File: src/design/knng_pkg.sv
// Shared types and constants of the k-nearest-neighbour gesture classifier.
`default_nettype none

package knng_pkg;

   // Stream payload layout
   localparam int REQ_DATA_W = 72;
   localparam int RSP_DATA_W = 8;
   localparam int SAMPLE_W   = 16;
   localparam int LABEL_W    = 4;
   localparam int ENTRY_W    = 3 * SAMPLE_W;

   localparam int REQ_PI_LSB = 0;
   localparam int REQ_FI_LSB = 8;
   localparam int REQ_X_LSB  = 14;
   localparam int REQ_Y_LSB  = 30;
   localparam int REQ_Z_LSB  = 46;
   localparam int REQ_LB_LSB = 62;

   // Commands carried on tuser
   localparam logic CMD_TRAIN = 1'b0;
   localparam logic CMD_QUERY = 1'b1;

   // Register indexes
   localparam logic [1:0] REG_NUM_FEATURES   = 2'd0;
   localparam logic [1:0] REG_NUM_TRAINING   = 2'd1;
   localparam logic [1:0] REG_NUM_CLASSES    = 2'd2;
   localparam logic [1:0] REG_NEIGHBOR_COUNT = 2'd3;

   localparam int CSR_DATA_W = 9;

   localparam logic [6:0] RST_NUM_FEATURES   = 7'd64;
   localparam logic [8:0] RST_NUM_TRAINING   = 9'd256;
   localparam logic [3:0] RST_NUM_CLASSES    = 4'd15;
   localparam logic [3:0] RST_NEIGHBOR_COUNT = 4'd7;

   // Classification job, sized for the widest parameter range
   typedef struct packed {
      logic [8:0]  nf;
      logic [12:0] nt;
      logic [5:0]  nc;
      logic [4:0]  k;
   } job_type;

endpackage

`default_nettype wire

File: src/design/knng_queue.sv
// Two-entry job queue between the front end and the classification engine.
`default_nettype none

module knng_queue (
   input  wire logic              clock,
   input  wire logic              reset,
   input  wire logic              push,
   input  wire knng_pkg::job_type push_job,
   input  wire logic              pop,
   output logic                   job_valid,
   output knng_pkg::job_type      job,
   output logic                   full
);

   knng_pkg::job_type slot_ff [2];
   logic              wptr_ff, wptr_in;
   logic              rptr_ff, rptr_in;
   logic [1:0]        count_ff, count_in;

   always_comb begin
      wptr_in  = push ? ~wptr_ff : wptr_ff;
      rptr_in  = pop ? ~rptr_ff : rptr_ff;
      count_in = count_ff + 2'(push) - 2'(pop);
   end

   always_ff @(posedge clock) begin
      if (reset) begin
         wptr_ff  <= 1'b0;
         rptr_ff  <= 1'b0;
         count_ff <= 2'd0;
      end else begin
         wptr_ff  <= wptr_in;
         rptr_ff  <= rptr_in;
         count_ff <= count_in;
      end
      if (push) begin
         slot_ff[wptr_ff] <= push_job;
      end
   end

   assign job_valid = (count_ff != 2'd0);
   assign full      = (count_ff == 2'd2);
   assign job       = slot_ff[rptr_ff];

endmodule

`default_nettype wire

File: config.mk
export PLATFORM = sky130hd
export DESIGN_NAME = knng_queue
export DESIGN_NICKNAME = d
export VERILOG_FILES = /design/src/design/knng_pkg.sv /design/src/design/knng_queue.sv
export SDC_FILE = /design/constraint.sdc
export NUM_CORES = 1
export LEC_CHECK = 0
export ABC_AREA = 1
export ABC_CLOCK_PERIOD_IN_PS = 6330
export BUFFER_PORTS_ARGS = -buffer_cell sky130_fd_sc_hd__buf_2
export CAP_MARGIN = 30
export CORE_AREA = 4 4 101 103
export CTS_BUF_LIST = sky130_fd_sc_hd__clkbuf_4 sky130_fd_sc_hd__clkbuf_8 sky130_fd_sc_hd__clkbuf_16
export DETAILED_ROUTE_END_ITERATION = 6
export DIE_AREA = 0 0 105 107
export SYNTH_ARGS = -nofsm -noshare
export SYNTH_HDL_FRONTEND = slang
export SYNTH_SLANG_ARGS = --single-unit
File: constraint.sdc
create_clock -name clock -period 6.33 [get_ports clock]
set_input_delay 0.9495 -clock clock [delete_from_list [all_inputs] [get_ports clock]]
set_output_delay 0.9495 -clock clock [all_outputs]
set_load 0.03 [all_outputs]
# ---- After elaboration in Yosys (flattened, before gate mapping)
# Memories as Yosys holds them, arrays and structs flattened. A register that Yosys moved wholly into a read port is not among the register bits.
# Index checks and enable logic that the tools add are counted.
dict set report word_totals {
  n_memories 1
  inputBits 37
  ram_bits 66
  output_inout_bits 35
  reg_bits 4
  elab_cells 14
}
dict set report classes {
  bitwise 2
  n_reduce_logical 1
  eq_ne 1
  add_sub_neg 2
  n_mux 4
}
# memory words word_bits rd rd_ports_with_merged_regs wr line
set memory_table {}
lappend memory_table {slot_ff 2 33 1 1 1 knng_queue.sv:15} ;# knng_pkg::job_type slot_ff [2];
# op count
set ops {}
lappend ops {{1-bit two-way mux} 4}
lappend ops {{2-bit by 1-bit adder with 2-bit output} 1}
lappend ops {{2-bit == test, second input constant} 1}
lappend ops {{1-bit inverter} 2}
lappend ops {{2-bit nonzero test} 1}
lappend ops {{2-bit by 1-bit subtractor with 2-bit output} 1}

# ---- Logic depth before layout (Yosys ltp)
dict set report depth {
  word_depth 3
  ltp_mapped 9
}

# ---- Least setup slack after synthesis
# Ideal clock, no wire load.
dict set report synth_timing {
  kind {in2reg}
  start {in push}
  end {mem slot_ff[0][0] (netlist bit) (enable)}
  required_time_ns 5.906
  setup_slack_ns 3.526
  cell_stages 2
  arrival_ns 2.380
  cell_sequence {inv_1 > nor2_1}
}
dict set report synth_via {
  elab_chain_cells 2
}
# item line
set synth_rtl {}
lappend synth_rtl {{start, declared} knng_queue.sv:7} ;# input wire logic push,
lappend synth_rtl {{1-bit two-way mux} knng_queue.sv:36} ;# if (push) begin
lappend synth_rtl {{1-bit two-way mux (not written as such)} knng_queue.sv:37} ;# slot_ff[wptr_ff] <= push_job;
lappend synth_rtl {{end, declared} knng_queue.sv:15}
# No other way between the ends.

==> metrics.txt <==
num rows=35; share of cells above drive strength 1=55.9%; IO buf count=71; Core Region=0.00920 mm²; Syn Nets=173; #FFs+latches synth=71; final wirelength=4.62 mm; Final HPWL DP=3.30 mm; simple logic cell fraction of the synthesized area=1.99%; post-CTS resize count=0; Startpoint Class=flop; critical path type=reg2out; Die Span X=105 µm; combinational family with the most area after synthesis=multiplexers; most frequent cells after synthesis=edfxtp_1, mux2_4, inv_1; setup violators final=0; clock latency on the worst-skew pair=0.33 ns; crit path setup slack, layout=3.58 ns; CP required=5.38 ns; # hold bufs at CTS=0; Crit. End Element=primary output; Worst-Margin Slew=0.685 ns; vias in the first global route=1492; fin area=0.00348 mm²; post-DR wirelength/cell=14.0 µm; Clock Sinks=71; sw power=0.000263 W; Synth Area in Compound Gates=0.181%; Mean Syn Cell Area=20.6 µm²; XOR/XNOR Fraction of Synth Area=0.317%; Slew Limit Fails=0; Post-synth EDFFs=66; Clock transition at path regs=0.07 ns; first-pass GRT wire length=7.40 mm; gp weighted congestion=0.624; Ports=72; ranking of synthesized cells by area=edfxtp_1, mux2_4, dfxtp_1; Rel. slew slack=54.3%; GRT met1 Usage=8.96%; Antenna Nets Post-Route=0; MaxCap Viol Count=0; DP Area=0.00325 mm²; Synth area leader=edfxtp_1; met2 global-route usage=14.9%; crit path time final=2.75 ns; Comb power frac=14.4%; clock power share=36.7%; final net count=254; Num CTS Buffers=9; DP Worst Slack=3.89 ns; RSZ-0062 raised after global routing=no; Die ar.=0.0112 mm²; top-count cell post-synth=edfxtp_1; ys async rst share=0%; Mapped Cells=134; LEAKAGE=1.41 nW; met3 global-route usage=3.97%; Sequential Power Share=48.9%; switching share of power=23.3%; crit path DAT=1.80 ns; via count=1363; Area Overhead vs Synth=26.1%; largest net degree at the start of global routing=19; final critical-path share of the clock period=43.4%; yosys warns=0; antenna cells=0; initial antenna violation count=0; Vias/cell=4.12; CTS tree=done; 1st-iter DRT viols=19; final hold vios=0; status=complete, no violations; crit path max fanout=18; Post-CTS Setup Inserts=0; Remaining DRCs=0; post-synth top area share=71.8%; total iterations of the first detailed-routing run=3; Worst Skew=0.00704 ns; Synth Flop Type=edfxtp_1; Worst VDD drop=0.000168 V; Mapped Area=0.00276 mm²; grt peak-use layer=met2; Setup TNS=0 ns; Initial Util=30.0%; Worst Hold Class=reg2reg; P per Cell Area=325 mW/mm²; clk buf depth=2; Seq/Total Area, Yosys=75.4%; area share of fa/ha/maj cells after synthesis=0.906%; mux contribution to synthesized area=17.5%; Fmax=364 MHz; global route total overflow=0; internal power=0.000869 W; htree depth=3; Root Driver=clkbuf_8; Die Ht=107 µm; Total GRT Usage=8.68%; Yosys cell types=14
metrics by stage:
stage	cells	hold WS [ns]	power (W)	utilization, %
6_report	331	0.532	0.00113	37.9
5_1_grt	331	0.587	0.00119	37.9
4_1_cts	331	0.530	0.00116	37.9
3_5_place_dp	315	0.510	0.000732	35.3
3_3_place_gp	313	0.491	0.000724	34.8
2_1_floorplan	134	0.480	0.000686	-
power groups by stage:
stage | Combinational (W) | Sequential (W) | Clock [W]
final | 0.000163 | 0.000554 | 0.000416
after global routing | 0.000175 | 0.000557 | 0.000455
after CTS | 0.000167 | 0.000555 | 0.000435
after detailed placement | 0.000166 | 0.000566 | 0
after global placement | 0.000154 | 0.000570 | 0
after floorplan | 0.000128 | 0.000558 | 0
metal layers:
metal	share of wire, %	vias up
met3	7.5	9
met1	39	645
met2	52	46
met4	1.8	0
met5	0	-
li1	-	663
worst max-delay path, cell delays in order, from the launching register on:
cell,delay (ns)
dfxtp_2,0.68
buf_12,0.26
mux2_2,0.34
buf_2,0.17
registers in the layout, indices dropped and copies added (netlist names), named ones only:
signal	cells
slot_ff	66
count_ff	2
rptr_ff	1
wptr_ff	1
path summary, 6_finish.rpt:
| path | from | endpoint | slack (ns) | depth (start not counted) |
|---|---|---|---|---|
| setup / recovery | flop | job[1] | 3.58 | 3 |
| hold / removal | rptr_ff | rptr_ff | 0.53 | 2 |
| setup reg to reg | wptr_ff | slot_ff[1][0] | 4.64 | 3 |
| hold reg to reg | rptr_ff | rptr_ff | 0.53 | 2 |
layout make-up:
class,count,area (µm²)
flip-flops and latches,71,2080
well taps,111,139
inverters,8,30.0
multi-input cells,51,586
fillers,890,5710
repair buffers,74,410
clock inverters,7,111
clock buffers,9,124
logic make-up after synthesis:
family	count (synthesis)
AND/OR/NAND/NOR	14
buffers and inverters	12
adder cells (fa/ha/maj)	2
AO/OA/AOI/OAI	1
flip-flops	71
XOR/XNOR	1
multiplexers	33
placed cells by master (no fill, tap or decap):
| cell type | instances |
|---|---|
| clkbuf_8 | 9 |
| xnor2_1 | 1 |
| buf_2 | 71 |
| mux2_4 | 30 |
| mux2_2 | 3 |
| edfxtp_1 | 66 |
| bufinv_16 | 3 |
| clkinv_2 | 1 |
| buf_16 | 1 |
| nor2_4 | 1 |
| buf_12 | 1 |
| clkinv_4 | 1 |
| ha_1 | 2 |
| inv_1 | 8 |
| dfxtp_1 | 4 |
| clkinv_1 | 2 |
| buf_4 | 1 |
| a21oi_1 | 1 |
| dfxtp_2 | 1 |
| nand3_1 | 1 |
| nor3_1 | 1 |
| nor2_1 | 6 |
| nand2_1 | 5 |
No activity file was read; power rests on OpenSTA's default activity.
