===== config.mk =====
export PLATFORM = sky130hd
export DESIGN_NAME = knng_ram
export DESIGN_NICKNAME = d
export VERILOG_FILES = /design/src/design/knng_ram.sv
export SDC_FILE = /design/constraint.sdc
export NUM_CORES = 1
export LEC_CHECK = 0
export CORE_ASPECT_RATIO = 1.5
export CORE_UTILIZATION = 65
export CTS_CLUSTER_SIZE = 30
export DETAILED_ROUTE_END_ITERATION = 6
export DONT_BUFFER_PORTS = 1
export GPL_TIMING_DRIVEN = 0
export PLACE_DENSITY = 0.81
export REMOVE_ABC_BUFFERS = 1
export SLEW_MARGIN = 20
export SYNTH_ARGS = -nofsm -noshare
export SYNTH_HDL_FRONTEND = slang
export SYNTH_SLANG_ARGS = --single-unit

===== constraint.sdc =====
create_clock -name clock -period 4.21 [get_ports clock]
set_input_delay 0.421 -clock clock [delete_from_list [all_inputs] [get_ports clock]]
set_output_delay 0.421 -clock clock [all_outputs]
set_load 0.02 [all_outputs]

===== src/design/knng_ram.sv =====
// Generic single-write, single-read RAM with registered read data.
`default_nettype none

module knng_ram #(
   parameter int WIDTH = 8,
   parameter int DEPTH = 16
) (
   input  wire logic                                      clock,
   input  wire logic                                      wr_en,
   input  wire logic [((DEPTH > 1) ? $clog2(DEPTH) : 1)-1:0] wr_addr,
   input  wire logic [WIDTH-1:0]                          wr_data,
   input  wire logic [((DEPTH > 1) ? $clog2(DEPTH) : 1)-1:0] rd_addr,
   output logic      [WIDTH-1:0]                          rd_data
);

   logic [WIDTH-1:0] mem_ff [DEPTH];

   always_ff @(posedge clock) begin
      if (wr_en) begin
         mem_ff[wr_addr] <= wr_data;
      end
      rd_data <= mem_ff[rd_addr];
   end

endmodule

`default_nettype wire


# ---- Word level (Yosys, flattened, before mapping)
# Memory sizes are Yosys's and may differ from the RTL's. A register that Yosys moved wholly into a read port is not among the register bits.
# Index checks and enable logic that the tools add are counted.
dict set report classes {
  n_mux 2
}
# op n
set op_table {}
lappend op_table {{two-way mux 1 bit} 2}
dict set report word_totals {
  register_bits 0
  ramBits 128
  inputBits 18
  output_inout_bits 8
  elab_cells 3
  memories 1
}
# memory words word_bits rd rd_clocked_by_memory_dff wr line_no
set mem_list {}
lappend mem_list {mem_ff 16 8 1 1 1 16} ;# logic [WIDTH-1:0] mem_ff [DEPTH];

# ---- Logic depth before layout (Yosys ltp)
# Gate-level depths: netlist of the first run.
dict set report depth {
  depth_word 2
  depth_mapped 5
  depth_no_buf 3
}

# ---- Worst setup path after synthesis of the first run
# Ideal clock, no wire load.
dict set report synth_path {
  path_type {input to register}
  startpoint {input port wr_addr[2] in the netlist's numbering}
  endpoint {memory mem_ff[0][0] (enable)}
  setup_time_ns 0.383
  arrival_time_ns 1.531
  t_required_ns 3.827
  path_slack_ns 2.296
  path_stages 2
  path_cell_list {or3b_2 > nor3_1}
}
# element line_no
set synth_rtl {}
lappend synth_rtl {{start: declaration} 10} ;# input wire logic [((DEPTH > 1) ? $clog2(DEPTH) : 1)-1:0] wr_addr,
lappend synth_rtl {{end: declaration} 16}
# Straight into the memory's write port.

# ---- Worst setup path in the final report of the first run
dict set report layout_path {
  startpoint {input port wr_addr[2] in the netlist's numbering}
  endpoint {memory mem_ff[1][2] (enable)}
}
# Straight into the memory's write port.

==> results of run 1 <==
==> layer usage <==
layer	vias up	GRT usage	part of all wire
met1	1173	0.3643	0.39
met4	0	0.1031	0.015
met2	106	0.4126	0.53
met3	14	0.08909	0.065
li1	995	-	-
met5	-	0	0
==> synthesized netlist by cell type <==
master           number
nand2b_1              2
nor2_1               13
and2b_1               1
dfxtp_1               8
buf_6                 3
nor3_1                4
or3b_2                1
a22oi_1              16
edfxtp_1            128
and2_1                1
mux4_1               14
clkdlybuf4s25_2       3
nand2_1               9
nor2b_1               1
buf_4                 1
nand3_1               1
buf_2                 3
nand3b_1              2
mux4_2               18
==> stage by stage <==
stage                     cell area, sq um    util  setup slack, ns
after CTS                             5907  0.7710            2.606
after detailed placement              5209  0.6799            2.193
final                                 5907  0.7710            2.605
after global placement                5189  0.6773            1.822
after floorplan                       5061       -            2.296
after global routing                  5907  0.7710            2.570
==> path summary, 6_finish.rpt <==
| path | to | slack (ns) |
|---|---|---|
| min | mem_ff[1][5]$_DFFE_PP_ | 0.1 |
| max | mem_ff[1][2]$_DFFE_PP_ | 2.60 |
| max reg2reg | rd_data[5]$_DFF_P_ | 2.81 |
| min reg2reg | rd_data[5]$_DFF_P_ | 0.67 |
==> state kept, by name, summed over array words and instances (netlist names) <==
name and count:
mem_ff 128, rd_data 8
==> area by class of cell <==
type | instances | area [sq um] | share of cell area
sequential | 136 | 4004 | 0.6778
multi-input combinational | 83 | 1077 | 0.1824
clock buffer | 17 | 425.4 | 0.07202
clock inverter | 15 | 272.8 | 0.04618
tap | 102 | 127.6 | 0.02161
==> placed cells by master (no fill, tap or decap), drive strengths merged <==
master / count
mux4: 32
clkinv: 3
nand3: 1
nor3: 4
nand2b: 2
or3b: 1
nor2: 13
edfxtp: 128
nor2b: 1
dfxtp: 8
inv: 2
clkbuf: 17
clkinvlp: 3
a22oi: 16
bufinv: 7
and2: 1
nand3b: 2
and2b: 1
nand2: 9
==> cell families after synthesis <==
logic type	count (synthesis)	synth area share
mux	32	0.1502
buf+inv	10	0.01677
compound gates	16	0.02334
simple gates	35	0.03184
flops	136	0.7778
==> power by group <==
group	internal (mW)	leakage (nW)	switching, mW	total (mW)
Clock	1.17	0.330	0.556	1.73
Combinational	0.0426	0.374	0.0347	0.0773
Sequential	1.52	1.22	0.0219	1.54
Total	2.73	1.93	0.612	3.34
==> run summary, run 1 <==
Synth area leader: edfxtp_1
Buffers plus inverters on the worst setup path: 0
CP peak stage delay: 0.70 ns
Instance count on the critical path: 2
Post-CTS Resized: 0
Clk sinks: 136
Crit path capture type: register
Static leakage: 1.928 nW
Max IR drop VDD: 0.5074 mV
Initial core utilization: 0.6719
Clock latency on the worst-skew pair: 0.41 ns
Crit path cell chain: or3b_2 -> nor2_1
NumNets Final: 256
RR Startpoint: mem_ff[0][5]$_DFFE_PP_
Synth cell types: 19
Synthesized flop and latch total: 136
Fillers: 393
# setup viols final: 0
Synth top area share: 0.7467
Fin crit share: 0.3813
Pwr Total: 3.344 mW
Post-synthesis sequential area ratio: 0.7778
Worst-path fanout max: 8
Mapped Area: 5147 sq um
Cells after synthesis: 229
RSZ-0062 raised after global routing: false
Setup repair bufs after CTS: 0
Top delay family on crit path: simple AND/OR/NAND/NOR gates
DIE WIDTH: 74.66 um
Final Hold Fails: 0
Placed cell count: 321
YS warnings: 0
PortBufs: 0
Slowest CP cell: nor2_1
# rows: 39
First-pass GRT wire length: 14.53 mm
Setup crit start kind: input pin
CTS tree: built
Antenna violations before repair: 0
ANT cells: 0
Layout cell share with drive strength beyond 1: 0.2191
Grt ovf: 0
Status: finished clean
H-tree levels: 4
Cts hold-fix bufs: 0
Clock Root Buffer: clkbuf_16
Core ar.: 7661 sq um
WL final: 9.531 mm
Area contributors post-synth: edfxtp_1 75%, mux4_2 7.9%, mux4_1 7.1%
DR pass1 iterations: 4
DR DRC count: 0
Worst hold slack: 0.09872 ns
Dpl hpwl: 5.429 mm
Power Density: 566.1 nW/um^2
Inserted Clock Buffers: 17
Hold path cells: 0
Post-route ant nets: 0
Iteration-0 DRC Markers: 202
Worst min-delay path startpoint: wr_data[5]
GRT Overall Usage: 0.2702
Largest net degree at the start of global routing: 33
Worst Setup SP: wr_addr[2]
Max_slew headroom: 0.3960
Hold crit path type: input pin to register
Synthesized area per cell: 22.48 sq um
Req. time, crit path: 4.24 ns
IO Count: 26
Final cell count without fillers: 353
Worst endpoint data arrival time: 1.64 ns
Final setup TNS: 0 ns
Die footprint: 8287 sq um
Clock Skew: 0.007108 ns
Via Count: 2288
Final Max Slew Viols: 0
Routed length per instance: 27.00 um
Worst-path clk slew: 0.06 ns
MaxCap Viol Count: 0
Via density: 6.482
Area Overhead vs Synth: 14.75%
Worst r2r path cells: 3
Peak Freq: 622.9 MHz
Crit path time final: 1.605 ns
Die H: 111.0 um
Final Wtd Congestion: 0.7061
Worst-Margin Slew: 0.9027 ns
Clock Tree Buf Depth: 2
Critical path class: input pin to register
Vias in the first global route: 2457
Note: power is estimated with default switching activity, not from simulation.
==> run 2, diff against run 1 <==
CORE_UTILIZATION = 56   (was 65)
PLACE_DENSITY = 0.74   (was 0.81)
clock period = 1.4 ns   (was 4.21 ns; I/O delays follow)
==> run summary, run 2 (synthesis gave the netlist of run 1 again) <==
Status: finished clean
Die H: 119.4 um (+7.6%)
Combinational Power Share: 0.033 (+0.010)
Post-Route Utilization: 0.6675 (-0.1035)
Power Internal: 7.521 mW (+180%)
First-pass GRT wire length: 13.45 mm (-7.5%)
NumNets Final: 264 (+3.1%)
Layout cell share with drive strength beyond 1: 0.2201 (+0.0009537)
Initial core utilization: 0.5796 (-0.09229)
Fin crit share: 0.9973
Setup slack after layout: 0.003817 ns (-2.601 ns)
DR top layer: met4
Clock Skew: 0.007940 ns (+0.0008319 ns)
Metal2 WL: 4.915 mm (-2.2%)
RSZ-0062 raised after global routing: false
Final Max Slew Viols: 0 (unchanged)
WL final: 9.022 mm (-5.3%)
Final instance area: 5928 sq um (+0.36%)
Clk sinks: 136 (unchanged)
# rows: 42 (+7.7%)
Area Overhead vs Synth: 15.17%
Clock Root Buffer: clkbuf_16
GRT Overall Usage: 0.2147 (-0.05543)
Post-place instance area: 5219 sq um (+0.19%)
Post-route ant nets: 0 (unchanged)
Worst-Margin Slew: 0.8922 ns (-0.01050 ns)
Post-place setup slack: -0.3608 ns (-2.554 ns)
ANT cells: 0 (unchanged)
DIE WIDTH: 80.28 um (+7.5%)
Clock Tree Buf Depth: 2 (unchanged)
Multi-input gate area: 1087 sq um (+0.93%)
Peak Freq: 716.2 MHz
Fillers: 552 (+40%)
Max IR drop VDD: 1.025 mV (+100%)
Die footprint: 9587 sq um (+16%)
Via density: 6.233 (-3.8%)
PortBufs: 0 (unchanged)
Power Density: 1571 nW/um^2 (+180%)
Max reg flops: 128 (unchanged)
Setup crit start kind: register
M1 WL: 3.175 mm (-15%)
Largest net degree at the start of global routing: 33 (unchanged)
Crit path cell chain: mux4_1 -> a22oi_1 -> nand2_1
CP peak stage delay: 0.51 ns (-0.19 ns)
Buffers plus inverters on the worst setup path: 0 (unchanged)
Grt ovf: 0 (unchanged)
Req. time, crit path: 1.69 ns (-2.55 ns)
Sequential share of power: 0.496 (+0.036)
Clock latency on the worst-skew pair: 0.41 ns (about the same)
Core ar.: 8881 sq um (+16%)
Worst-path clk slew: 0.06 ns (about the same)
Largest reg by FF count: mem_ff
Final Hold Fails: 0 (unchanged)
Inserted Clock Buffers: 17 (unchanged)
Most common cell after layout, fill and taps aside: edfxtp_1
Antenna violations before repair: 0 (unchanged)
MaxCap Viol Count: 0 (unchanged)
Dpl hpwl: 5.282 mm (-2.7%)
Top delay family on crit path: multiplexers
CTS tree: built
Critical path class: register to register
# setup viols final: 0 (unchanged)
Switching Share: 0.1926 (+0.009429)
Biggest regs: mem_ff x128, rd_data x8
Crit path time final: 1.396 ns
Final Wtd Congestion: 0.7271 (+3.0%)
Worst endpoint data arrival time: 1.68 ns (+0.04 ns)
Max_slew headroom: 0.4030 (+0.007023)
Sw power: 1.794 mW (+190%)
Register area: 4004 sq um (unchanged)
Static leakage: 1.925 nW (-0.16%)
Commonest cells after routing, fill and taps aside: 128 x edfxtp_1, 21 x clkbuf_16, 18 x mux4_2
Clock power frac: 0.472 (-0.045)
H-tree levels: 4 (unchanged)
Vias in the first global route: 2372 (-3.5%)
Iteration-0 DRC Markers: 219 (+8.4%)
DR DRC count: 0 (unchanged)
IO Count: 26 (unchanged)
Hold crit path type: input pin to register
Crit path capture type: register
Worst-path fanout max: 1 (-7)
Slowest CP cell: mux4_1
Met3 WL: 775 um (+25%)
Via Count: 2300 (+0.52%)
Routed length per instance: 24.45 um (-9.4%)
DR pass1 iterations: 5 (+1)
[run 2: changes by cell type in the layout (fill, tap and decap cells not counted), sizes merged]
cell         previous run  this run
clkbuf                 17        24
inv                     2         0
clkinvlp                3         5
bufinv                  7         0
dlygate4sd3             0         8
[run 2: through the flow]
stage | setup TNS [ns] | power (mW) | std cells | hold slack [ns]
after global routing | 0 | 9.568 | 369 | 0.01753
after detailed placement | -15.01 | 4.936 | 329 | 0.2396
after global placement | -25.32 | 4.926 | 329 | 0.2396
after floorplan | -1.863 | 4.872 | 219 | 0.2389
final | 0 | 9.315 | 369 | 0.01953
after CTS | 0 | 9.339 | 369 | 0.009545
[run 2: path summary, 6_finish.rpt]
check                     startpoint                       to  slack (ns)  depth (start not counted)
min reg2reg  mem_ff[15][4]$_DFFE_PP_       rd_data[4]$_DFF_P_        0.67                          3
min                       wr_addr[0]  mem_ff[12][3]$_DFFE_PP_        0.02                          1
max reg2reg   mem_ff[1][5]$_DFFE_PP_       rd_data[5]$_DFF_P_       0.004                          3
max           mem_ff[1][5]$_DFFE_PP_       rd_data[5]$_DFF_P_       0.004                          3
[run 2: area by class of cell]
cell class / count / share of cell area
sequential: 136 / 0.6754
multi-input combinational: 83 / 0.1834
clock buffer: 24 / 0.09561
tap: 110 / 0.02322
timing repair buffer: 8 / 0.01351
clock inverter: 8 / 0.008864
[run 2: power groups by stage]
stage | sequential [mW] | combinational [mW] | clock [mW]
2_1_floorplan | 4.69 | 0.182 | 0
4_1_cts | 4.62 | 0.304 | 4.42
3_3_place_gp | 4.69 | 0.231 | 0
6_report | 4.62 | 0.305 | 4.39
5_1_grt | 4.63 | 0.322 | 4.62
3_5_place_dp | 4.70 | 0.236 | 0
[run 2: what timing repair did]
item / 4_1_cts / 5_1_grt
buffers inserted: 0 / 0
hold buffers: 8 / 0
hold endpoints to repair: 128 / 0
gates resized for setup: 0 / 2
setup endpoints to repair: 0 / 2
[run 2: metal layers]
layer / up-vias / track usage
met3: 16 / 0.06897
met1: 1149 / 0.2589
met4: 0 / 0.1071
met2: 128 / 0.3451
met5: - / 0
li1: 1007 / -
