File: config.mk
export PLATFORM = sky130hd
export DESIGN_NAME = knng_front
export DESIGN_NICKNAME = d
export VERILOG_FILES = /design/src/design/knng_pkg.sv /design/src/design/knng_front.sv
export SDC_FILE = /design/constraint.sdc
export NUM_CORES = 1
export LEC_CHECK = 0
export ABC_AREA = 0
export BUFFER_PORTS_ARGS = -buffer_cell sky130_fd_sc_hd__buf_2
export CAP_MARGIN = 20
export CORE_AREA = 2 2 81 83
export CTS_CLUSTER_SIZE = 10
export DETAILED_ROUTE_END_ITERATION = 6
export DIE_AREA = 0 0 83 85
export GPL_ROUTABILITY_DRIVEN = 0
export PLACE_DENSITY = 0.73
export SYNTH_ARGS = -nofsm -noshare
export SYNTH_HDL_FRONTEND = slang
export SYNTH_SLANG_ARGS = --single-unit
File: constraint.sdc
create_clock -name clock -period 2.1 [get_ports clock]
set_input_delay 0.315 -clock clock [delete_from_list [all_inputs] [get_ports clock]]
set_output_delay 0.315 -clock clock [all_outputs]
set_load 0.02 [all_outputs]
File: src/design/knng_pkg.sv
// Shared types and constants of the k-nearest-neighbour gesture classifier.
`default_nettype none

package knng_pkg;

   // Stream payload layout
   localparam int REQ_DATA_W = 72;
   localparam int RSP_DATA_W = 8;
   localparam int SAMPLE_W   = 16;
   localparam int LABEL_W    = 4;
   localparam int ENTRY_W    = 3 * SAMPLE_W;

   localparam int REQ_PI_LSB = 0;
   localparam int REQ_FI_LSB = 8;
   localparam int REQ_X_LSB  = 14;
   localparam int REQ_Y_LSB  = 30;
   localparam int REQ_Z_LSB  = 46;
   localparam int REQ_LB_LSB = 62;

   // Commands carried on tuser
   localparam logic CMD_TRAIN = 1'b0;
   localparam logic CMD_QUERY = 1'b1;

   // Register indexes
   localparam logic [1:0] REG_NUM_FEATURES   = 2'd0;
   localparam logic [1:0] REG_NUM_TRAINING   = 2'd1;
   localparam logic [1:0] REG_NUM_CLASSES    = 2'd2;
   localparam logic [1:0] REG_NEIGHBOR_COUNT = 2'd3;

   localparam int CSR_DATA_W = 9;

   localparam logic [6:0] RST_NUM_FEATURES   = 7'd64;
   localparam logic [8:0] RST_NUM_TRAINING   = 9'd256;
   localparam logic [3:0] RST_NUM_CLASSES    = 4'd15;
   localparam logic [3:0] RST_NEIGHBOR_COUNT = 4'd7;

   // Classification job, sized for the widest parameter range
   typedef struct packed {
      logic [8:0]  nf;
      logic [12:0] nt;
      logic [5:0]  nc;
      logic [4:0]  k;
   } job_type;

endpackage

`default_nettype wire

File: src/design/knng_front.sv
// Front end: register writes, input decode, store writes and job issue.
`default_nettype none

module knng_front #(
   parameter int MAX_TRAIN    = 256,
   parameter int MAX_FEATURES = 64,
   parameter int MAX_CLASSES  = 16,
   parameter int MAX_K        = 15,
   parameter int TAW          = 14,
   parameter int QAW          = 6,
   parameter int LAW          = 8
) (
   input  wire logic                            clock,
   input  wire logic                            reset,
   input  wire logic                            req_tvalid,
   output logic                                 req_tready,
   input  wire logic [knng_pkg::REQ_DATA_W-1:0] req_tdata,
   input  wire logic                            req_tuser,
   input  wire logic                            req_tlast,
   input  wire logic                            csr_we,
   input  wire logic [1:0]                      csr_addr,
   input  wire logic [knng_pkg::CSR_DATA_W-1:0] csr_wdata,
   input  wire logic                            stall,
   output logic                                 tr_wr,
   output logic      [TAW-1:0]                  tr_addr,
   output logic      [knng_pkg::ENTRY_W-1:0]    tr_data,
   output logic                                 q_wr,
   output logic      [QAW-1:0]                  q_addr,
   output logic                                 lb_wr,
   output logic      [LAW-1:0]                  lb_addr,
   output logic      [knng_pkg::LABEL_W-1:0]    lb_data,
   output logic                                 job_push,
   output knng_pkg::job_type                    job
);

   logic [6:0] nf_ff, nf_in;
   logic [8:0] nt_ff, nt_in;
   logic [3:0] nc_ff, nc_in;
   logic [3:0] k_ff, k_in;

   logic        accept;
   logic [7:0]  pi;
   logic [5:0]  fi;
   logic [31:0] nt_sat, k_sat;

   always_comb begin
      nf_in = nf_ff;
      nt_in = nt_ff;
      nc_in = nc_ff;
      k_in  = k_ff;
      if (csr_we) begin
         case (csr_addr)
            knng_pkg::REG_NUM_FEATURES:   nf_in = csr_wdata[6:0];
            knng_pkg::REG_NUM_TRAINING:   nt_in = csr_wdata[8:0];
            knng_pkg::REG_NUM_CLASSES:    nc_in = csr_wdata[3:0];
            knng_pkg::REG_NEIGHBOR_COUNT: k_in  = csr_wdata[3:0];
            default: begin
            end
         endcase
      end
   end

   always_ff @(posedge clock) begin
      if (reset) begin
         nf_ff <= knng_pkg::RST_NUM_FEATURES;
         nt_ff <= knng_pkg::RST_NUM_TRAINING;
         nc_ff <= knng_pkg::RST_NUM_CLASSES;
         k_ff  <= knng_pkg::RST_NEIGHBOR_COUNT;
      end else begin
         nf_ff <= nf_in;
         nt_ff <= nt_in;
         nc_ff <= nc_in;
         k_ff  <= k_in;
      end
   end

   assign req_tready = !stall;
   assign accept     = req_tvalid && !stall;
   assign pi         = req_tdata[knng_pkg::REQ_PI_LSB +: 8];
   assign fi         = req_tdata[knng_pkg::REQ_FI_LSB +: 6];

   assign tr_data = req_tdata[knng_pkg::REQ_X_LSB +: knng_pkg::ENTRY_W];
   assign tr_addr = TAW'(32'(pi) * MAX_FEATURES + 32'(fi));
   assign tr_wr   = accept && (req_tuser == knng_pkg::CMD_TRAIN)
                    && (32'(pi) < MAX_TRAIN) && (32'(fi) < MAX_FEATURES);
   assign lb_wr   = tr_wr;
   assign lb_addr = LAW'(pi);
   assign lb_data = req_tdata[knng_pkg::REQ_LB_LSB +: knng_pkg::LABEL_W];
   assign q_addr  = QAW'(fi);
   assign q_wr    = accept && (req_tuser == knng_pkg::CMD_QUERY)
                    && (32'(fi) < MAX_FEATURES);
   assign job_push = accept && (req_tuser == knng_pkg::CMD_QUERY) && req_tlast;

   // Saturate the registers against the build limits
   always_comb begin
      nt_sat = (32'(nt_ff) > MAX_TRAIN) ? 32'(MAX_TRAIN) : 32'(nt_ff);
      k_sat  = (32'(k_ff) > MAX_K) ? 32'(MAX_K) : 32'(k_ff);
      if (k_sat > nt_sat) begin
         k_sat = nt_sat;
      end
      job.nf = (32'(nf_ff) > MAX_FEATURES) ? 9'(MAX_FEATURES) : 9'(nf_ff);
      job.nt = 13'(nt_sat);
      job.nc = (32'(nc_ff) > MAX_CLASSES - 1) ? 6'(MAX_CLASSES - 1) : 6'(nc_ff);
      job.k  = 5'(k_sat);
   end

endmodule

`default_nettype wire

### Word level (Yosys, flattened, before mapping)

Index checks and enable logic that the tools add are counted.

* bits in registers: 24
* input bits: 90
* output and inout port bits: 118
* word-level logic and storage cells: 25

* $add $sub $neg: 1
* order comparisons: 3
* equal/unequal tests: 3
* muxes and demuxes: 3
* bitwise logic cells: 1
* reductions and logical operators: 10

Operators by type and width (count)
* adder 14 x 6 -> 14 bit: 1
* greater-than comparator 4 x 9 -> 1 bit: 1
* greater-than comparator 9 bit (second input constant): 1
* two-way mux 9 bit: 1
* AND reduction 2 bit: 4
* greater-than comparator 7 bit (second input constant): 1
* two-way mux 7 bit: 1
* two-way mux 5 bit: 1
* equality test 2 bit (second input constant): 2
* logical AND 1 bit: 4
* equality test 2 x 1 -> 1 bit (second input constant): 1
* logical NOT 2 bit: 1
* logical NOT 1 bit: 1
* NOT 1 bit: 1

### Logic depth before layout (Yosys ltp)

Gate-level depths: netlist (run 1).

* depth after elaboration: 4
* mapped depth: 7
* mapped depth without buffers: 6

### Least setup slack after synthesis (run 1)

Ideal clock, no wire load.

* kind: flip-flop to output port
* from: register nt_ff[8]
* to: output port job[0] in the netlist's numbering
* arrival: 1.890 ns
* data required time: 1.785 ns
* slack: -0.105 ns
* stages on the path, launching flop included: 8
* path buffers: 1
* cell sequence: dfxtp_1 -> clkbuf_1 -> and2b_1 -> ha_1 -> nand4_1 -> nand3_1 -> a21oi_2 -> mux2_2

RTL lines
* start, declared: RTL line knng_front.sv:37 `logic [8:0] nt_ff, nt_in;`
* start signal, assigned: RTL line knng_front.sv:66 `nt_ff <= knng_pkg::RST_NUM_TRAINING;`
* start signal, assigned: RTL line knng_front.sv:71 `nt_ff <= nt_in;`
* end, declared: RTL line knng_front.sv:33 `output knng_pkg::job_type job`

==> summary.md, run 1 <==
| Metric | Value |
|---|---|
| Via/cell ratio | 4.419 |
| First-pass detailed-route iteration total | 4 |
| Antenna violation net count after detailed routing | 0 |
| Cell taking the most area after synthesis | buf_4 |
| Largest net degree at the start of global routing | 25 |
| Area grow syn2layout | -8.350% |
| CTS Sinks | 24 |
| CP Buf/Inv Count | 2 |
| Reg-to-Reg End | nf_ff[6] |
| Static leakage | 0.8476 nW |
| Number of distinct library cells after synthesis | 26 |
| Core ar. | 0.006205 sq mm |
| Detail Placement HPWL | 3.720 mm |
| Combinational Power Share | 0.168 |
| Die H | 85 um |
| Clk_lat worst skew | 0.26 ns |
| CP delay by family, top | simple AND/OR/NAND/NOR gates |
| Util after Layout | 0.2722 |
| CTS clock-pin slew for the worst setup and hold paths | 0.08 ns |
| Critical path cell sequence | or2b_1 -> ha_4 -> nor2b_4 -> o211ai_1 -> a21oi_2 -> buf_4 -> mux2_4 -> buf_6 |
| Slew Viols, Final | 0 |
| Clock network fraction of design power | 0.369 |
| Max Clock Skew | 0 ns |
| Cell count after synthesis | 221 |
| Remaining routing DRC violations | 0 |
| Worst hold endpoint | nf_ff[6] |
| Vias | 1180 |
| CP Capture Type | output port |
| Boundary pin count | 208 |
| Worst path max stage delay | 0.34 ns |
| WS Path Type | flip-flop to output port |
| Net Sw Power | 0.2490 mW |
| Fmax | 0.4080 GHz |
| Worst VDD drop | 0.0003668 V |
| Hold path start | csr_wdata[6] |
| Slowest cell on the critical path | dfxtp_2 |
| Initial antenna violation count | 0 |
| WP data arrival | 2.14 ns |
| Sequential area share after synthesis | 0.2607 |
| Layout cell share with drive strength beyond 1 | 0.3737 |
| Hold WS | 0.2895 ns |
| R2R depth | 2 |
| Drt initial violations | 33 |
| HP Class | input pin to flip-flop |
| Global-route wire length before repair | 6.699 mm |
| Tot GR Track Use | 0.1187 |
| Worst r2r src | nf_ff[6] |
| Remaining Overflow, GRT | 0 |
| CP max FO | 5 |
| Num rows | 29 |
| Status | finished, violations left |
| Placement Cell Area | 0.001521 sq mm |
| CP required | 1.78 ns |
| Final instance area | 0.001689 sq mm |
| Switching part of the total power | 0.2361 |
| CP Launch Type | flip-flop |
| Die width | 83 um |
| Die ar. | 0.007055 sq mm |
| Synthesized cell area | 0.001843 sq mm |
| Final Hold Fails | 0 |
| Clock root buffer | clkbuf_8 |
| Initial core utilization | 0.2970 |
| Max cap viols | 0 |
| Seq pwr share | 0.463 |
| Per-cell routed wire length | 16.37 um |
| DRT Wirelength | 4.370 mm |
| Post-route minimum period | 2.451 ns |
| Primary FF master, synth | dfxtp_1 |
| CTS max path bufs | 2 |
| Vias in the first global route | 1189 |
| Pwr/cell area | 624.2 mW/mm^2 |
| Post-synth top cells | 92 x buf_4, 28 x nor2_1, 24 x dfxtp_1 |
| Inserted Clock Buffers | 3 |
| Internal power | 0.8055 mW |
| Async SR Flop Fraction | 0 |
| Violated checks | setup timing |
| Final Cycle Share | 1.167 |
| Hold Path Depth | 2 |
| Setup ws final | -0.3513 ns |
| TritonCTS clock tree | done |
| # diodes | 0 |
| H-tree levels | 1 |
| Flop2flop setup slack | 1.18 ns |
| Unrepaired setup endpoints after global routing | yes |
| Synth area leaders | buf_4 37%, dfxtp_1 26%, mux2i_1 6.0% |
| Yosys reg bits | 24 |
| NumNets Final | 285 |
| Port Buffers | 46 |
| Number of synthesized flops with an enable pin | 0 |
| Syn. warnings | 0 |
| Most frequent cell after synthesis | buf_4 |
| Syn avg cell area | 8.339 sq um |
| Synth top area share | 0.3747 |
| Final setup fails | 4 |
[sequential cells by signal, indices dropped and copies added, names as in the netlist]
signal,cells
nf_ff,7
k_ff,4
nc_ff,4
nt_ff,9
[power by group through the flow]
stage          Combinational, mW  Sequential [mW]  Clock, mW
2_1_floorplan              0.339            0.499          0
3_3_place_gp               0.155            0.498          0
3_5_place_dp               0.159            0.498          0
4_1_cts                    0.175            0.488      0.405
5_1_grt                    0.195            0.492      0.429
6_report                   0.177            0.489      0.389
[kinds of logic (layout without fill, tap and decap cells)]
logic type | Yosys count | after routing | share of synthesized area
AO/OA/AOI/OAI | 16 | 16 | 0.06518
adder cells (fa/ha/maj) | 4 | 4 | 0.02716
buffers and inverters | 107 | 68 | 0.4053
flip-flops | 24 | 24 | 0.2607
multiplexers | 15 | 15 | 0.08418
other | 1 | 9 | 0.002035
AND/OR/NAND/NOR | 54 | 54 | 0.1555
[how the worst max path moves through the flow]
stage	endpoint	from	depth (start not counted)	slack, ns
3_5_place_dp	job[2]	nt_ff[8]	7	-0.13
2_1_floorplan	job[0]	nt_ff[8]	7	-0.02
3_3_place_gp	job[0]	nt_ff[8]	7	-0.05
4_1_cts	job[2]	nt_ff[8]	8	-0.37
5_1_grt	job[2]	nt_ff[8]	8	-0.43
6_report	job[2]	nt_ff[8]	8	-0.35
[per-layer routing]
metal,track usage,up-vias,part of all wire
li1,-,541,-
met1,0.1168,515,0.32
met2,0.1979,110,0.50
met3,0.07782,14,0.16
met4,0.04769,0,0.027
met5,0.01399,-,0
[area by class of cell]
type	count	area [sq um]
well taps	77	96.34
inverters	10	37.54
fillers	684	4516
clock inverters	1	30.03
multi-input cells	98	686.9
clock buffers	3	41.29
repair buffers	54	315.3
flip-flops and latches	24	481.7
[stage by stage]
step	std cells	setup TNS (ns)	power [mW]	setup slack, ns
final	267	-1.385	1.054	-0.3513
after global routing	267	-1.712	1.116	-0.4335
after detailed placement	259	-0.4901	0.6575	-0.1330
after floorplan	229	-0.06892	0.8378	-0.01723
after global placement	259	-0.1846	0.6524	-0.05299
after CTS	266	-1.455	1.069	-0.3737
[cells in the final DEF, fill, tap and decap left out, drive strengths merged, types with 2 or more instances in the layout]
cell type and n:
nor2 28, mux2 4, a21oi 6, nand3 2, a211o 9, buf 54
clkbuf 3, nor2b 11, dfxtp 24, ha 4, nand2b 2, nand3b 2
and2b 2, inv 10, conb 9, nor3b 2, mux2i 11
[worst register-to-register path, cell delays in order (launching register included)]
cell and delay (ns):
dfxtp_1 0.39, nor2b_1 0.16, a211o_1 0.27
[what timing repair did]
| action | CTS | global route |
|---|---|---|
| gates resized for setup | 13 | 3 |
| endpoints found under the setup margin | 4 | 4 |
| hold buffers | 0 | 0 |
| pin swaps | 3 | 2 |
| buffers inserted | 3 | 1 |
No activity file was read; power rests on OpenSTA's default activity.
==> run 2, diff against run 1 <==
BUFFER_PORTS_ARGS = not set   (was -buffer_cell sky130_fd_sc_hd__buf_2)
CORE_AREA = 2 2 80 82   (was 2 2 81 83)
DIE_AREA = 0 0 82 84   (was 0 0 83 85)
DONT_BUFFER_PORTS = 1   (was not set)
PLACE_DENSITY = 0.44   (was 0.73)
==> run 2 against run 1 <==
Compared with the run above:
- global-route usage is 0.68 points higher
- clock-buffer cell count stayed put
- largest power group unchanged
- the flow still finishes with violations (setup timing)
- register-to-register slack worse by 0.08 ns
- via count is 15% lower
- final cell count is 16% lower
- combinational power is 32% lower
- flip-flop and latch count stayed put
- total power is 4.1% lower
- largest cell class unchanged
- critical endpoint is now job[3]
- sequential power is 1% higher
- setup slack better by 0.15 ns
- critical path type unchanged
- wire length is 6.4% higher
==> summary.md, run 2 (same netlist as run 1, synthesis figures left out) <==
| Metric | Value |
|---|---|
| Status | finished, violations left |
| Violated checks | setup timing |
| Num rows | 29 |
| Boundary pin count | 208 |
| CP Buf/Inv Count | 1 |
| Antenna violation net count after detailed routing | 0 |
| H-tree levels | 1 |
| Vias | 1006 |
| Core ar. | 0.006096 sq mm |
| Via/cell ratio | 4.491 |
| Inserted Clock Buffers | 3 |
| Reg-to-Reg End | nf_ff[6] |
| Post-route minimum period | 2.298 ns |
| Worst hold endpoint | nt_ff[0] |
| CTS Sinks | 24 |
| Final setup fails | 4 |
| CTS clock-pin slew for the worst setup and hold paths | 0.08 ns |
| Biggest registers after layout | nt_ff x9, nf_ff x7 |
| Reg area | 483.0 sq um |
| Die H | 84 um |
| Area grow syn2layout | -20.30% |
| Slowest cell on the critical path | dfxtp_2 |
| Critical path cell sequence | or2b_1 -> ha_4 -> nor2b_4 -> o211ai_1 -> a21oi_2 -> buf_6 -> mux2_4 |
| CP max FO | 4 |
| Tot GR Track Use | 0.1255 |
| DRT Wirelength | 4.650 mm |
| Remaining Overflow, GRT | 0 |
| NumNets Final | 242 |
| Detail Placement HPWL | 3.928 mm |
| WS Path Type | flip-flop to output port |
| Flop2flop setup slack | 1.10 ns |
| Max reg flops | 9 |
| First-pass detailed-route iteration total | 4 |
| # diodes | 0 |
| CTS Hold Bufs | 0 |
| WP data arrival | 1.98 ns |
| Max cap viols | 0 |
| Die width | 82 um |
| Reg with most FFs | nt_ff |
| Worst VDD drop | 0.0003797 V |
| Vias in the first global route | 1015 |
| Pwr/cell area | 688.6 mW/mm^2 |
| Per-cell routed wire length | 20.76 um |
| Hold path start | reset |
| CTS max path bufs | 2 |
| Hold WS | 0.1115 ns |
| Setup ws final | -0.1984 ns |
| Static leakage | 0.6531 nW |
| DP Cell Count | 216 |
| CP required | 1.78 ns |
| Util after Layout | 0.2410 |
| Largest net degree at the start of global routing | 25 |
| Slew Viols, Final | 0 |
| Commonest cells after routing, fill and taps aside | 28 x nor2_1, 22 x dfxtp_1, 11 x mux2i_1 |
| Drt initial violations | 43 |
| Worst path max stage delay | 0.34 ns |
| Filler cells | 692 |
| Max Clock Skew | 0 ns |
| TritonCTS clock tree | done |
| CP Capture Type | output port |
| Final Hold Fails | 0 |
| Port Buffers | 0 |
| R2R depth | 2 |
| Multi-input logic area | 694.4 sq um |
| Worst r2r src | nf_ff[6] |
| HP Class | input pin to flip-flop |
| Layout cell share with drive strength beyond 1 | 0.1973 |
| Final std cells w/o fill | 224 |
| Commonest non-fill, non-tap cell in the layout | nor2_1 |
| Fmax | 0.4351 GHz |
| Hold Path Depth | 1 |
| CP delay by family, top | simple AND/OR/NAND/NOR gates |
| Final instance area | 0.001469 sq mm |
| Global-route wire length before repair | 6.306 mm |
| Die ar. | 0.006888 sq mm |
| Final Cycle Share | 1.094 |
| Clock root buffer | clkbuf_8 |
| Initial core utilization | 0.3023 |
| CP Launch Type | flip-flop |
| Clk_lat worst skew | 0.26 ns |
| Remaining routing DRC violations | 0 |
| Placement Cell Area | 0.001314 sq mm |
| Unrepaired setup endpoints after global routing | yes |
| Initial antenna violation count | 0 |
[run 2: final cells by class]
class,count,share of cell area
multi-input cells,98,0.4727
clock inverters,1,0.02044
flip-flops and latches,24,0.3288
inverters,10,0.02555
clock buffers,3,0.02811
repair buffers,11,0.05877
well taps,77,0.06559
[run 2: stage by stage]
step	setup slack, ns	power, mW	TNS, ns
after detailed placement	-0.04120	0.6155	-0.1442
final	-0.1984	1.012	-0.7886
after global placement	-0.01094	0.6139	-0.01892
after global routing	-0.2819	1.059	-1.117
after CTS	-0.2502	1.028	-0.9909
after floorplan	-0.01723	0.8378	-0.06892
[run 2: metal layers]
metal  share of wire  track usage
met1            0.27       0.1135
met2            0.45       0.1855
met3            0.25       0.1212
met4           0.029      0.05909
met5               0            0
[run 2: worst register-to-register path, cell delays in order, from the launching register on]
cell and delay [ns]:
dfxtp_1 0.45, nor2b_1 0.20, a211o_1 0.25
[run 2: power by group]
part           internal, mW  total (mW)  switching [mW]
logic                0.0507       0.120          0.0690
registers             0.474       0.496          0.0226
clock network         0.254       0.395           0.141
total                 0.779        1.01           0.232
[run 2: timing repair]
item,in CTS,in global routing
setup buffers,3,1
endpoints found under the setup margin,4,4
resized for setup,7,4
pin swaps,4,2
[run 2: how the worst max path moves through the flow]
stage                         from     end  cells past startpoint
after floorplan           nt_ff[8]  job[0]                      7
after global placement    nt_ff[8]  job[3]                      6
after detailed placement  nt_ff[8]  job[3]                      6
after CTS                 nt_ff[8]  job[3]                      7
after global routing      nt_ff[1]  job[3]                      7
final                     nt_ff[8]  job[3]                      7
